### config.mk
export PLATFORM = sky130hd
export DESIGN_NAME = wildcard_star_matcher
export DESIGN_NICKNAME = d
export VERILOG_FILES = /design/src/wsm_pkg.sv /design/src/wsm_front.sv /design/src/wsm_back.sv /design/src/wildcard_star_matcher.sv
export VERILOG_INCLUDE_DIRS = /design/src /design/src/src
export SDC_FILE = /design/constraint.sdc
export NUM_CORES = 1
export LEC_CHECK = 0
export BUFFER_PORTS_ARGS = -buffer_cell sky130_fd_sc_hd__buf_2
export CELL_PAD_IN_SITES_DETAIL_PLACEMENT = 1
export CELL_PAD_IN_SITES_GLOBAL_PLACEMENT = 1
export CORE_AREA = 10 10 175 299
export CTS_CLUSTER_DIAMETER = 50
export DETAILED_ROUTE_END_ITERATION = 10
export DIE_AREA = 0 0 185 309
export GPL_ROUTABILITY_DRIVEN = 0
export PLACE_DENSITY = 0.87
export SKIP_LAST_GASP = 1
export SYNTH_ARGS = -nofsm -noshare
export SYNTH_HDL_FRONTEND = slang
export SYNTH_SLANG_ARGS = --single-unit
### constraint.sdc
create_clock -name clk -period 7.2 [get_ports clk]
set_input_delay 1.44 -clock clk [delete_from_list [all_inputs] [get_ports clk]]
set_output_delay 1.44 -clock clk [all_outputs]
set_load 0.03 [all_outputs]
### src/assert_macros.svh
// Assertion helpers used by wsm_back; they use clk and rst from the enclosing module.
`ifndef ASSERT_MACROS_SVH
`define ASSERT_MACROS_SVH

// Condition must hold at every clock edge outside reset
`define WSM_ASSERT_ALWAYS(lbl, cond) \
  lbl: assert property (@(posedge clk) disable iff (rst) (cond)) \
    else $error("assertion failed");

// Consequent must hold in the cycle after the antecedent
`define WSM_ASSERT_NEXT(lbl, ante, cons) \
  lbl: assert property (@(posedge clk) disable iff (rst) (ante) |=> (cons)) \
    else $error("assertion failed");

`endif

### src/wsm_pkg.sv
package wsm_pkg;

  // Pattern store capacity and derived widths
  localparam int PATTERN_LEN = 32;
  localparam int CNT_W       = $clog2(PATTERN_LEN + 1);
  localparam int IDX_W       = (PATTERN_LEN > 1) ? $clog2(PATTERN_LEN) : 1;

  // Queue between front and back
  localparam int QUEUE_DEPTH = 4;
  localparam int QPTR_W      = $clog2(QUEUE_DEPTH);
  localparam int QCNT_W      = $clog2(QUEUE_DEPTH + 1);

  localparam logic [7:0] STAR_BYTE = 8'd42;

  // Input opcodes
  localparam logic [1:0] OP_CLEAR  = 2'd0;
  localparam logic [1:0] OP_APPEND = 2'd1;
  localparam logic [1:0] OP_TEXT   = 2'd2;
  localparam logic [1:0] OP_EMPTY  = 2'd3;

  // Register index of the configuration port
  localparam logic REG_IGNORE_CASE = 1'b0;

  // Work kinds after classification
  typedef enum logic [2:0] {
    KIND_CLEAR,
    KIND_APPEND,
    KIND_TEXT,
    KIND_TEXT_LAST,
    KIND_EVAL_EMPTY
  } kind_t;

  typedef struct packed {
    kind_t      kind;
    logic [7:0] byte_value;
  } item_t;

endpackage

### src/wsm_front.sv
module wsm_front
  import wsm_pkg::*;
(
  input  logic        clk,
  input  logic        rst,
  input  logic        in_valid,
  output logic        in_ready,
  input  logic [1:0]  opcode,
  input  logic [7:0]  byte_value,
  input  logic        is_last,
  output logic        q_valid,
  input  logic        q_ready,
  output item_t       q_item
);

  item_t             queue [QUEUE_DEPTH];
  logic [QPTR_W-1:0] wr_ptr;
  logic [QPTR_W-1:0] rd_ptr;
  logic [QCNT_W-1:0] fill;
  item_t             cls_item;
  logic              push;
  logic              pop;

  // Classify the incoming transaction
  always_comb begin
    cls_item.byte_value = byte_value;
    unique case (opcode)
      OP_CLEAR:  cls_item.kind = KIND_CLEAR;
      OP_APPEND: cls_item.kind = KIND_APPEND;
      OP_TEXT:   cls_item.kind = is_last ? KIND_TEXT_LAST : KIND_TEXT;
      OP_EMPTY:  cls_item.kind = KIND_EVAL_EMPTY;
      default:   cls_item.kind = KIND_EVAL_EMPTY;
    endcase
  end

  assign in_ready = (fill != QCNT_W'(QUEUE_DEPTH));
  assign q_valid  = (fill != '0);
  assign q_item   = queue[rd_ptr];
  assign push     = in_valid && in_ready;
  assign pop      = q_valid && q_ready;

  // Store classified work
  always_ff @(posedge clk) begin
    if (push) begin
      queue[wr_ptr] <= cls_item;
    end
  end

  // Advance pointers and fill level
  always_ff @(posedge clk) begin
    if (rst) begin
      wr_ptr <= '0;
      rd_ptr <= '0;
      fill   <= '0;
    end else begin
      if (push) begin
        wr_ptr <= QPTR_W'(wr_ptr + 1'b1);
      end
      if (pop) begin
        rd_ptr <= QPTR_W'(rd_ptr + 1'b1);
      end
      if (push && !pop) begin
        fill <= QCNT_W'(fill + 1'b1);
      end else if (pop && !push) begin
        fill <= QCNT_W'(fill - 1'b1);
      end
    end
  end

endmodule

### src/wsm_back.sv
`include "assert_macros.svh"

module wsm_back
  import wsm_pkg::*;
(
  input  logic        clk,
  input  logic        rst,
  input  logic        ignore_case,
  input  logic        q_valid,
  output logic        q_ready,
  input  item_t       q_item,
  output logic        out_valid,
  input  logic        out_ready,
  output logic        out_matched,
  output logic        out_overflow
);

  // Pattern store: byte plus star flag per position
  logic [7:0]             pat_byte [PATTERN_LEN];
  logic [PATTERN_LEN-1:0] pat_star;

  logic [CNT_W-1:0]       count;
  logic [CNT_W-1:0]       count_inc;
  logic [PATTERN_LEN:0]   active;
  logic [PATTERN_LEN:0]   start;
  logic                   text_open;
  logic                   overflow_seen;

  logic                   take;
  logic                   emit;
  logic [PATTERN_LEN-1:0] used;
  logic [PATTERN_LEN:0]   upto_count;
  logic [PATTERN_LEN-1:0] star_m;
  logic [PATTERN_LEN:0]   base;
  logic [7:0]             tc;
  logic [PATTERN_LEN-1:0] hit;
  logic [PATTERN_LEN-1:0] keep;
  logic [PATTERN_LEN:0]   next_raw;
  logic [PATTERN_LEN:0]   gen_ext;
  logic [PATTERN_LEN:0]   star_ext;
  logic [PATTERN_LEN:0]   sum;
  logic [PATTERN_LEN:0]   adv;

  function automatic logic [7:0] fold(input logic [7:0] c, input logic ic);
    if (ic && c >= 8'd65 && c <= 8'd90) begin
      return c + 8'd32;
    end
    return c;
  endfunction

  assign take      = q_valid && q_ready;
  assign q_ready   = !out_valid || out_ready;
  assign count_inc = CNT_W'(count + 1'b1);
  assign emit      = take && (q_item.kind == KIND_TEXT_LAST || q_item.kind == KIND_EVAL_EMPTY);

  // Position masks from the fill count
  always_comb begin
    for (int i = 0; i < PATTERN_LEN; i++) begin
      used[i] = (CNT_W'(i) < count);
    end
    for (int i = 0; i <= PATTERN_LEN; i++) begin
      upto_count[i] = (CNT_W'(i) <= count);
    end
  end

  assign star_m = pat_star & used;
  assign base   = text_open ? active : start;
  assign tc     = fold(q_item.byte_value, ignore_case);

  // Step every active position on the text byte
  always_comb begin
    for (int i = 0; i < PATTERN_LEN; i++) begin
      keep[i] = base[i] && star_m[i];
      hit[i]  = base[i] && used[i] && !pat_star[i] &&
                (fold(pat_byte[i], ignore_case) == tc);
    end
  end

  assign next_raw = {hit, 1'b0} | {1'b0, keep};

  // Star closure: a run of stars passes activity upward like a carry chain
  assign gen_ext  = {1'b0, next_raw[PATTERN_LEN-1:0] & star_m};
  assign star_ext = {1'b0, star_m};
  assign sum      = gen_ext + star_ext;
  assign adv      = next_raw | (sum ^ gen_ext ^ star_ext);

  // Pattern store writes
  always_ff @(posedge clk) begin
    if (take && q_item.kind == KIND_APPEND && count < CNT_W'(PATTERN_LEN)) begin
      pat_byte[count[IDX_W-1:0]] <= q_item.byte_value;
      pat_star[count[IDX_W-1:0]] <= (q_item.byte_value == STAR_BYTE);
    end
  end

  // Matcher state and result register
  always_ff @(posedge clk) begin
    if (rst) begin
      count         <= '0;
      active        <= '0;
      start         <= (PATTERN_LEN + 1)'(1);
      text_open     <= 1'b0;
      overflow_seen <= 1'b0;
      out_valid     <= 1'b0;
    end else begin
      // Raise the result on a new verdict, drop it once taken
      if (emit) begin
        out_valid <= 1'b1;
      end else if (out_valid && out_ready) begin
        out_valid <= 1'b0;
      end
      if (take) begin
        unique case (q_item.kind)
          KIND_CLEAR: begin
            count         <= '0;
            active        <= '0;
            start         <= (PATTERN_LEN + 1)'(1);
            text_open     <= 1'b0;
            overflow_seen <= 1'b0;
          end
          KIND_APPEND: begin
            text_open <= 1'b0;
            if (count < CNT_W'(PATTERN_LEN)) begin
              count <= count_inc;
              if (q_item.byte_value == STAR_BYTE && start[count]) begin
                start[count_inc] <= 1'b1;
              end
            end else begin
              overflow_seen <= 1'b1;
            end
          end
          KIND_TEXT: begin
            active    <= adv;
            text_open <= 1'b1;
          end
          KIND_TEXT_LAST: begin
            active       <= adv;
            text_open    <= 1'b0;
            out_matched  <= adv[count];
            out_overflow <= overflow_seen;
          end
          KIND_EVAL_EMPTY: begin
            active       <= start;
            text_open    <= 1'b0;
            out_matched  <= start[count];
            out_overflow <= overflow_seen;
          end
          default: begin
            text_open <= 1'b0;
          end
        endcase
      end
    end
  end

  `WSM_ASSERT_ALWAYS(a_count_bound, count <= CNT_W'(PATTERN_LEN))
  `WSM_ASSERT_ALWAYS(a_active_in_range, (active & ~upto_count) == '0)
  `WSM_ASSERT_ALWAYS(a_overflow_full, !overflow_seen || count == CNT_W'(PATTERN_LEN))
  `WSM_ASSERT_NEXT(a_clear_empties, take && q_item.kind == KIND_CLEAR,
                   count == '0 && !overflow_seen && !text_open)

endmodule

### src/wildcard_star_matcher.sv
// Anchored glob matcher where '*' matches any run of bytes, empty included. Load the pattern
// one byte per transaction (up to 32 positions; extra bytes are dropped and flagged), then
// stream text bytes with tlast on the final one; a result with the match bit leaves after each
// text and after an empty-text evaluation. The block takes one transaction per clock while the
// queue has room: a four-entry queue decouples the input from the matcher, which updates every
// pattern position at once on each text byte, folding star closure into one 33-bit add. An input
// sits in a queue entry, then in the result register, before it leaves. ignore_case (address 0,
// reset 1) folds A-Z to lower case on both sides; write it only while no text is in flight.
module wildcard_star_matcher
  import wsm_pkg::*;
(
  input  logic        clk,
  input  logic        rst,
  // input stream
  input  logic        s_tvalid,
  output logic        s_tready,
  input  logic [7:0]  s_tdata,   // [7:0] byte_value
  input  logic [1:0]  s_tuser,   // [1:0] opcode
  input  logic        s_tlast,   // is_last
  // result stream
  output logic        m_tvalid,
  input  logic        m_tready,
  output logic [7:0]  m_tdata,   // [0] matched, [1] pattern_overflow, [7:2] zero
  // configuration
  input  logic        psel,
  input  logic        penable,
  input  logic        pwrite,
  input  logic [2:0]  paddr,
  input  logic [31:0] pwdata,
  output logic [31:0] prdata,
  output logic        pready
);

  logic  ignore_case;
  logic  q_valid;
  logic  q_ready;
  item_t q_item;
  logic  res_matched;
  logic  res_overflow;

  assign pready = 1'b1;

  // Configuration register
  always_ff @(posedge clk) begin
    if (rst) begin
      ignore_case <= 1'b1;
    end else if (psel && penable && pwrite && paddr[2] == REG_IGNORE_CASE) begin
      ignore_case <= pwdata[0];
    end
  end

  assign prdata = (paddr[2] == REG_IGNORE_CASE) ? {31'd0, ignore_case} : 32'd0;

  wsm_front u_front (
    .clk        (clk),
    .rst        (rst),
    .in_valid   (s_tvalid),
    .in_ready   (s_tready),
    .opcode     (s_tuser),
    .byte_value (s_tdata),
    .is_last    (s_tlast),
    .q_valid    (q_valid),
    .q_ready    (q_ready),
    .q_item     (q_item)
  );

  wsm_back u_back (
    .clk          (clk),
    .rst          (rst),
    .ignore_case  (ignore_case),
    .q_valid      (q_valid),
    .q_ready      (q_ready),
    .q_item       (q_item),
    .out_valid    (m_tvalid),
    .out_ready    (m_tready),
    .out_matched  (res_matched),
    .out_overflow (res_overflow)
  );

  assign m_tdata = {6'd0, res_overflow, res_matched};

endmodule
==> flow_metrics.py <==
metrics = {
    "run_status": {
        "status": "finished clean",
    },
    "floorplanning": {
        "ioPinCount": 96,
        "core_sq_um": 47000,
        "dieArea_sq_um": 57200,
        "chipHeight_um": 309,
        "num_rows": 105,
        "die_w_um": 185,
        "start_util_pct": 49.5,
    },
    "route": {
        "drt-initial-drc-count": 1789,
        "wire_per_inst_um": 30.6,
        "vias": 19600,
        "drcViolationCount": 0,
        "routed_via_density": 6.88,
        "drt_pass1_iterations": 8,
        "drtAntennaViolNets": 0,
        "wl_mm": 86.9,
    },
    "pwr": {
        "p_int_mw": 5.07,
        "p_leak_nw": 8.42,
        "ir_drop_uv": 333,
        "swShare_pct": 38.0,
        "finalPower_mw": 8.19,
        "seqPwrFrac_pct": 38.1,
        "clkPwrFrac_pct": 27.2,
        "switchingPower_mw": 3.11,
        "comb_power_share_pct": 34.7,
        "power.density_nw_per_um2": 322,
    },
    "synth": {
        "synth_seq_cells": 418,
        "syn_inst": 2203,
        "synth_area_leaders": "edfxtp_1, dfxtp_1, xor2_1",
        "ys_async_sr_fraction_pct": 0,
        "synth_flop_cell": "edfxtp_1",
        "synth_top_cell_area_share_pct": 43.1,
        "synth_largest_area_cell": "edfxtp_1",
        "synth_warnings": 0,
        "yosysSeqAreaShare_pct": 50.3,
        "synthesis.area_sq_um": 23300,
        "ys_types": 94,
        "avgSynthCellArea_sq_um": 10.6,
        "synth_edf_count": 334,
    },
    "sta": {
        "max_freq_ghz": 0.149,
        "period_minus_slack_ns": 6.72,
        "layout_worst_path_cycle_share_pct": 93.3,
        "hold_viol": 0,
        "tightest_slew_ns": 1.32,
        "relSlewSlack_pct": 11.2,
        "skew_ns": 0.0224,
        "hold_slack_ns": 0.457,
        "setup_ws_ns": 0.480,
        "rsz0062_at_grt": "false",
        "slew_violations": 0,
        "setup_viol": 0,
        "fin_tns_setup_ns": 0,
    },
    "cts": {
        "cts_root_buffer": "clkbuf_16",
        "post-cts-setup-buffer-count": 0,
        "clkTransAtPathRegs_ns": 0.08,
        "cts.repair.resized": 0,
        "htreeDepth": 2,
        "cts.sinks": 418,
        "cts_buffer_depth": 3,
        "cts_buffers": 38,
        "cts_hold_buf": 0,
        "worstSkewPairLatency_ns": 0.57,
        "cts_tree": "built",
    },
    "worst_setup_path": {
        "r2r_slack_ns": 0.48,
        "worstSetupPathType": "reg -> reg",
        "rr_endpoint": "u_back.out_matched",
        "crit_required_ns": 7.50,
        "path_max_fanout": 18,
        "crit_path_end_kind": "flip-flop",
        "crit_arrival_ns": 7.02,
        "r2r_cells": 17,
        "endpoint": "u_back.out_matched",
        "worstSetupStartpointType": "flip-flop",
    },
    "place": {
        "place_area_sq_um": 24100,
        "dp.final_hpwl_mm": 56.7,
        "portBuffers": 24,
        "pre_cts_ws_ns": 0.797,
        "dp_cells": 2773,
    },
    "cells_and_area": {
        "drive_gt1_share_pct": 9.58,
        "final_area_sq_um": 25400,
        "areaGrowthSynthToFinish_pct": 9.06,
        "antenna_cells": 0,
        "nets": 2322,
        "fin_util_pct": 54.0,
        "stdcell_count": 2843,
    },
    "job": {
        "maxCapViolCount": 0,
    },
    "global_routing": {
        "grt_pass1_wl_mm": 129,
        "grt_util_all_layers_pct": 30.0,
        "grt_max_degree": 66,
        "grt_overflow": 0,
        "grt_pass1_vias": 21200,
        "antenna_found_initial": 4,
    },
    "min_path": {
        "hp-class": "reg -> reg",
    },
}
[layer usage]
metal	routed length (um)	GRT usage (%)
met1	27800	29.8
met2	43400	52.0
met3	7310	6.43
met4	8360	25.5
met5	39	0
[worst min-delay path by stage]
stage	start	endpoint	slack [ns]	cells past startpoint
after floorplan	u_back.overflow_seen	u_back.out_overflow	0.41	0
after global placement	u_back.overflow_seen	u_back.out_overflow	0.43	0
after detailed placement	u_back.overflow_seen	u_back.out_overflow	0.42	0
after CTS	u_back.overflow_seen	u_back.out_overflow	0.44	0
after global routing	u_back.overflow_seen	u_back.out_overflow	0.45	0
final	u_back.overflow_seen	u_back.out_overflow	0.46	0
[registers in the layout (all words and copies together), names as in the netlist, 2 cells and up, named ones only]
name             cells
u_front.fill         3
u_front.queue       44
u_front.rd_ptr       2
u_back.pat_star     32
u_back.pat_byte    256
u_front.wr_ptr       2
u_back.start        33
u_back.active       32
u_back.count         6
[power by group through the flow]
stage / combinational (mW) / clock, mW / sequential, mW
floorplan: 1.84 / 0 / 3.10
finish: 2.84 / 2.23 / 3.12
global placement: 2.54 / 0 / 3.13
global route: 3.01 / 2.30 / 3.13
detailed placement: 2.71 / 0 / 3.15
CTS: 2.76 / 2.22 / 3.11
[cells in the final DEF, fill, tap and decap left out, drive strengths merged, types with 14 or more instances in the layout]
cell and n:
edfxtp 334, nor2 270, a21oi 154, nand2 139, xor2 139, xnor2 121, dfxtp 84, buf 82
nor3 71, o21ai 67, nor4 59, inv 46, clkbuf 45, ha 43, nand3 41, conb 38
mux2i 37, a211oi 33, a31oi 28, nand4 27, nand2b 24, or3 23, or4 22, nor2b 21
mux4 21, clkinv 18, and3 16, o211ai 16, a22oi 15, and2 14
[synth_stat cells, types with 28 or more instances]
library cell	count
inv_1	44
nand3_1	41
buf_4	42
xnor2_1	120
dfxtp_1	84
nor3_1	70
xor2_1	139
nor4_1	58
a31oi_1	28
nor2_1	270
ha_1	43
a21oi_1	152
o21ai_0	60
nand2_1	139
mux2i_1	37
clkbuf_1	62
edfxtp_1	334
a211oi_1	33
[area by class of cell]
type                    count  area [sq um]
clock buffers              45          1020
clock inverters            25           312
fillers                  5025         21600
inverters                  45           169
multi-input cells        1640         10900
flip-flops and latches    418         11700
well taps                 588           736
repair buffers             82           581
[cell families after synthesis]
kind of cell	share of synthesized area (%)
AO/OA/AOI/OAI	13.8
XOR/XNOR	9.86
adder cells (fa/ha/maj)	2.40
buffers and inverters	3.83
flip-flops	50.3
multiplexers	3.96
other	0.0322
AND/OR/NAND/NOR	15.8
[critical path, cell delays in order, from the launching register on]
cell and delay [ns]:
dfxtp_1 0.71, buf_4 0.28, mux4_4 0.71, or4_4 0.51, o41a_1 0.36, a41o_2 0.32
buf_4 0.29, xnor2_4 0.25, a2111oi_2 0.07, o31ai_2 0.58, buf_4 0.25, o211ai_1 0.15
nor3_1 0.91, a221oi_1 0.18, o221a_1 0.34, o21a_1 0.23, a41oi_2 0.16, o211ai_1 0.11
No activity file was read; power rests on OpenSTA's default activity.
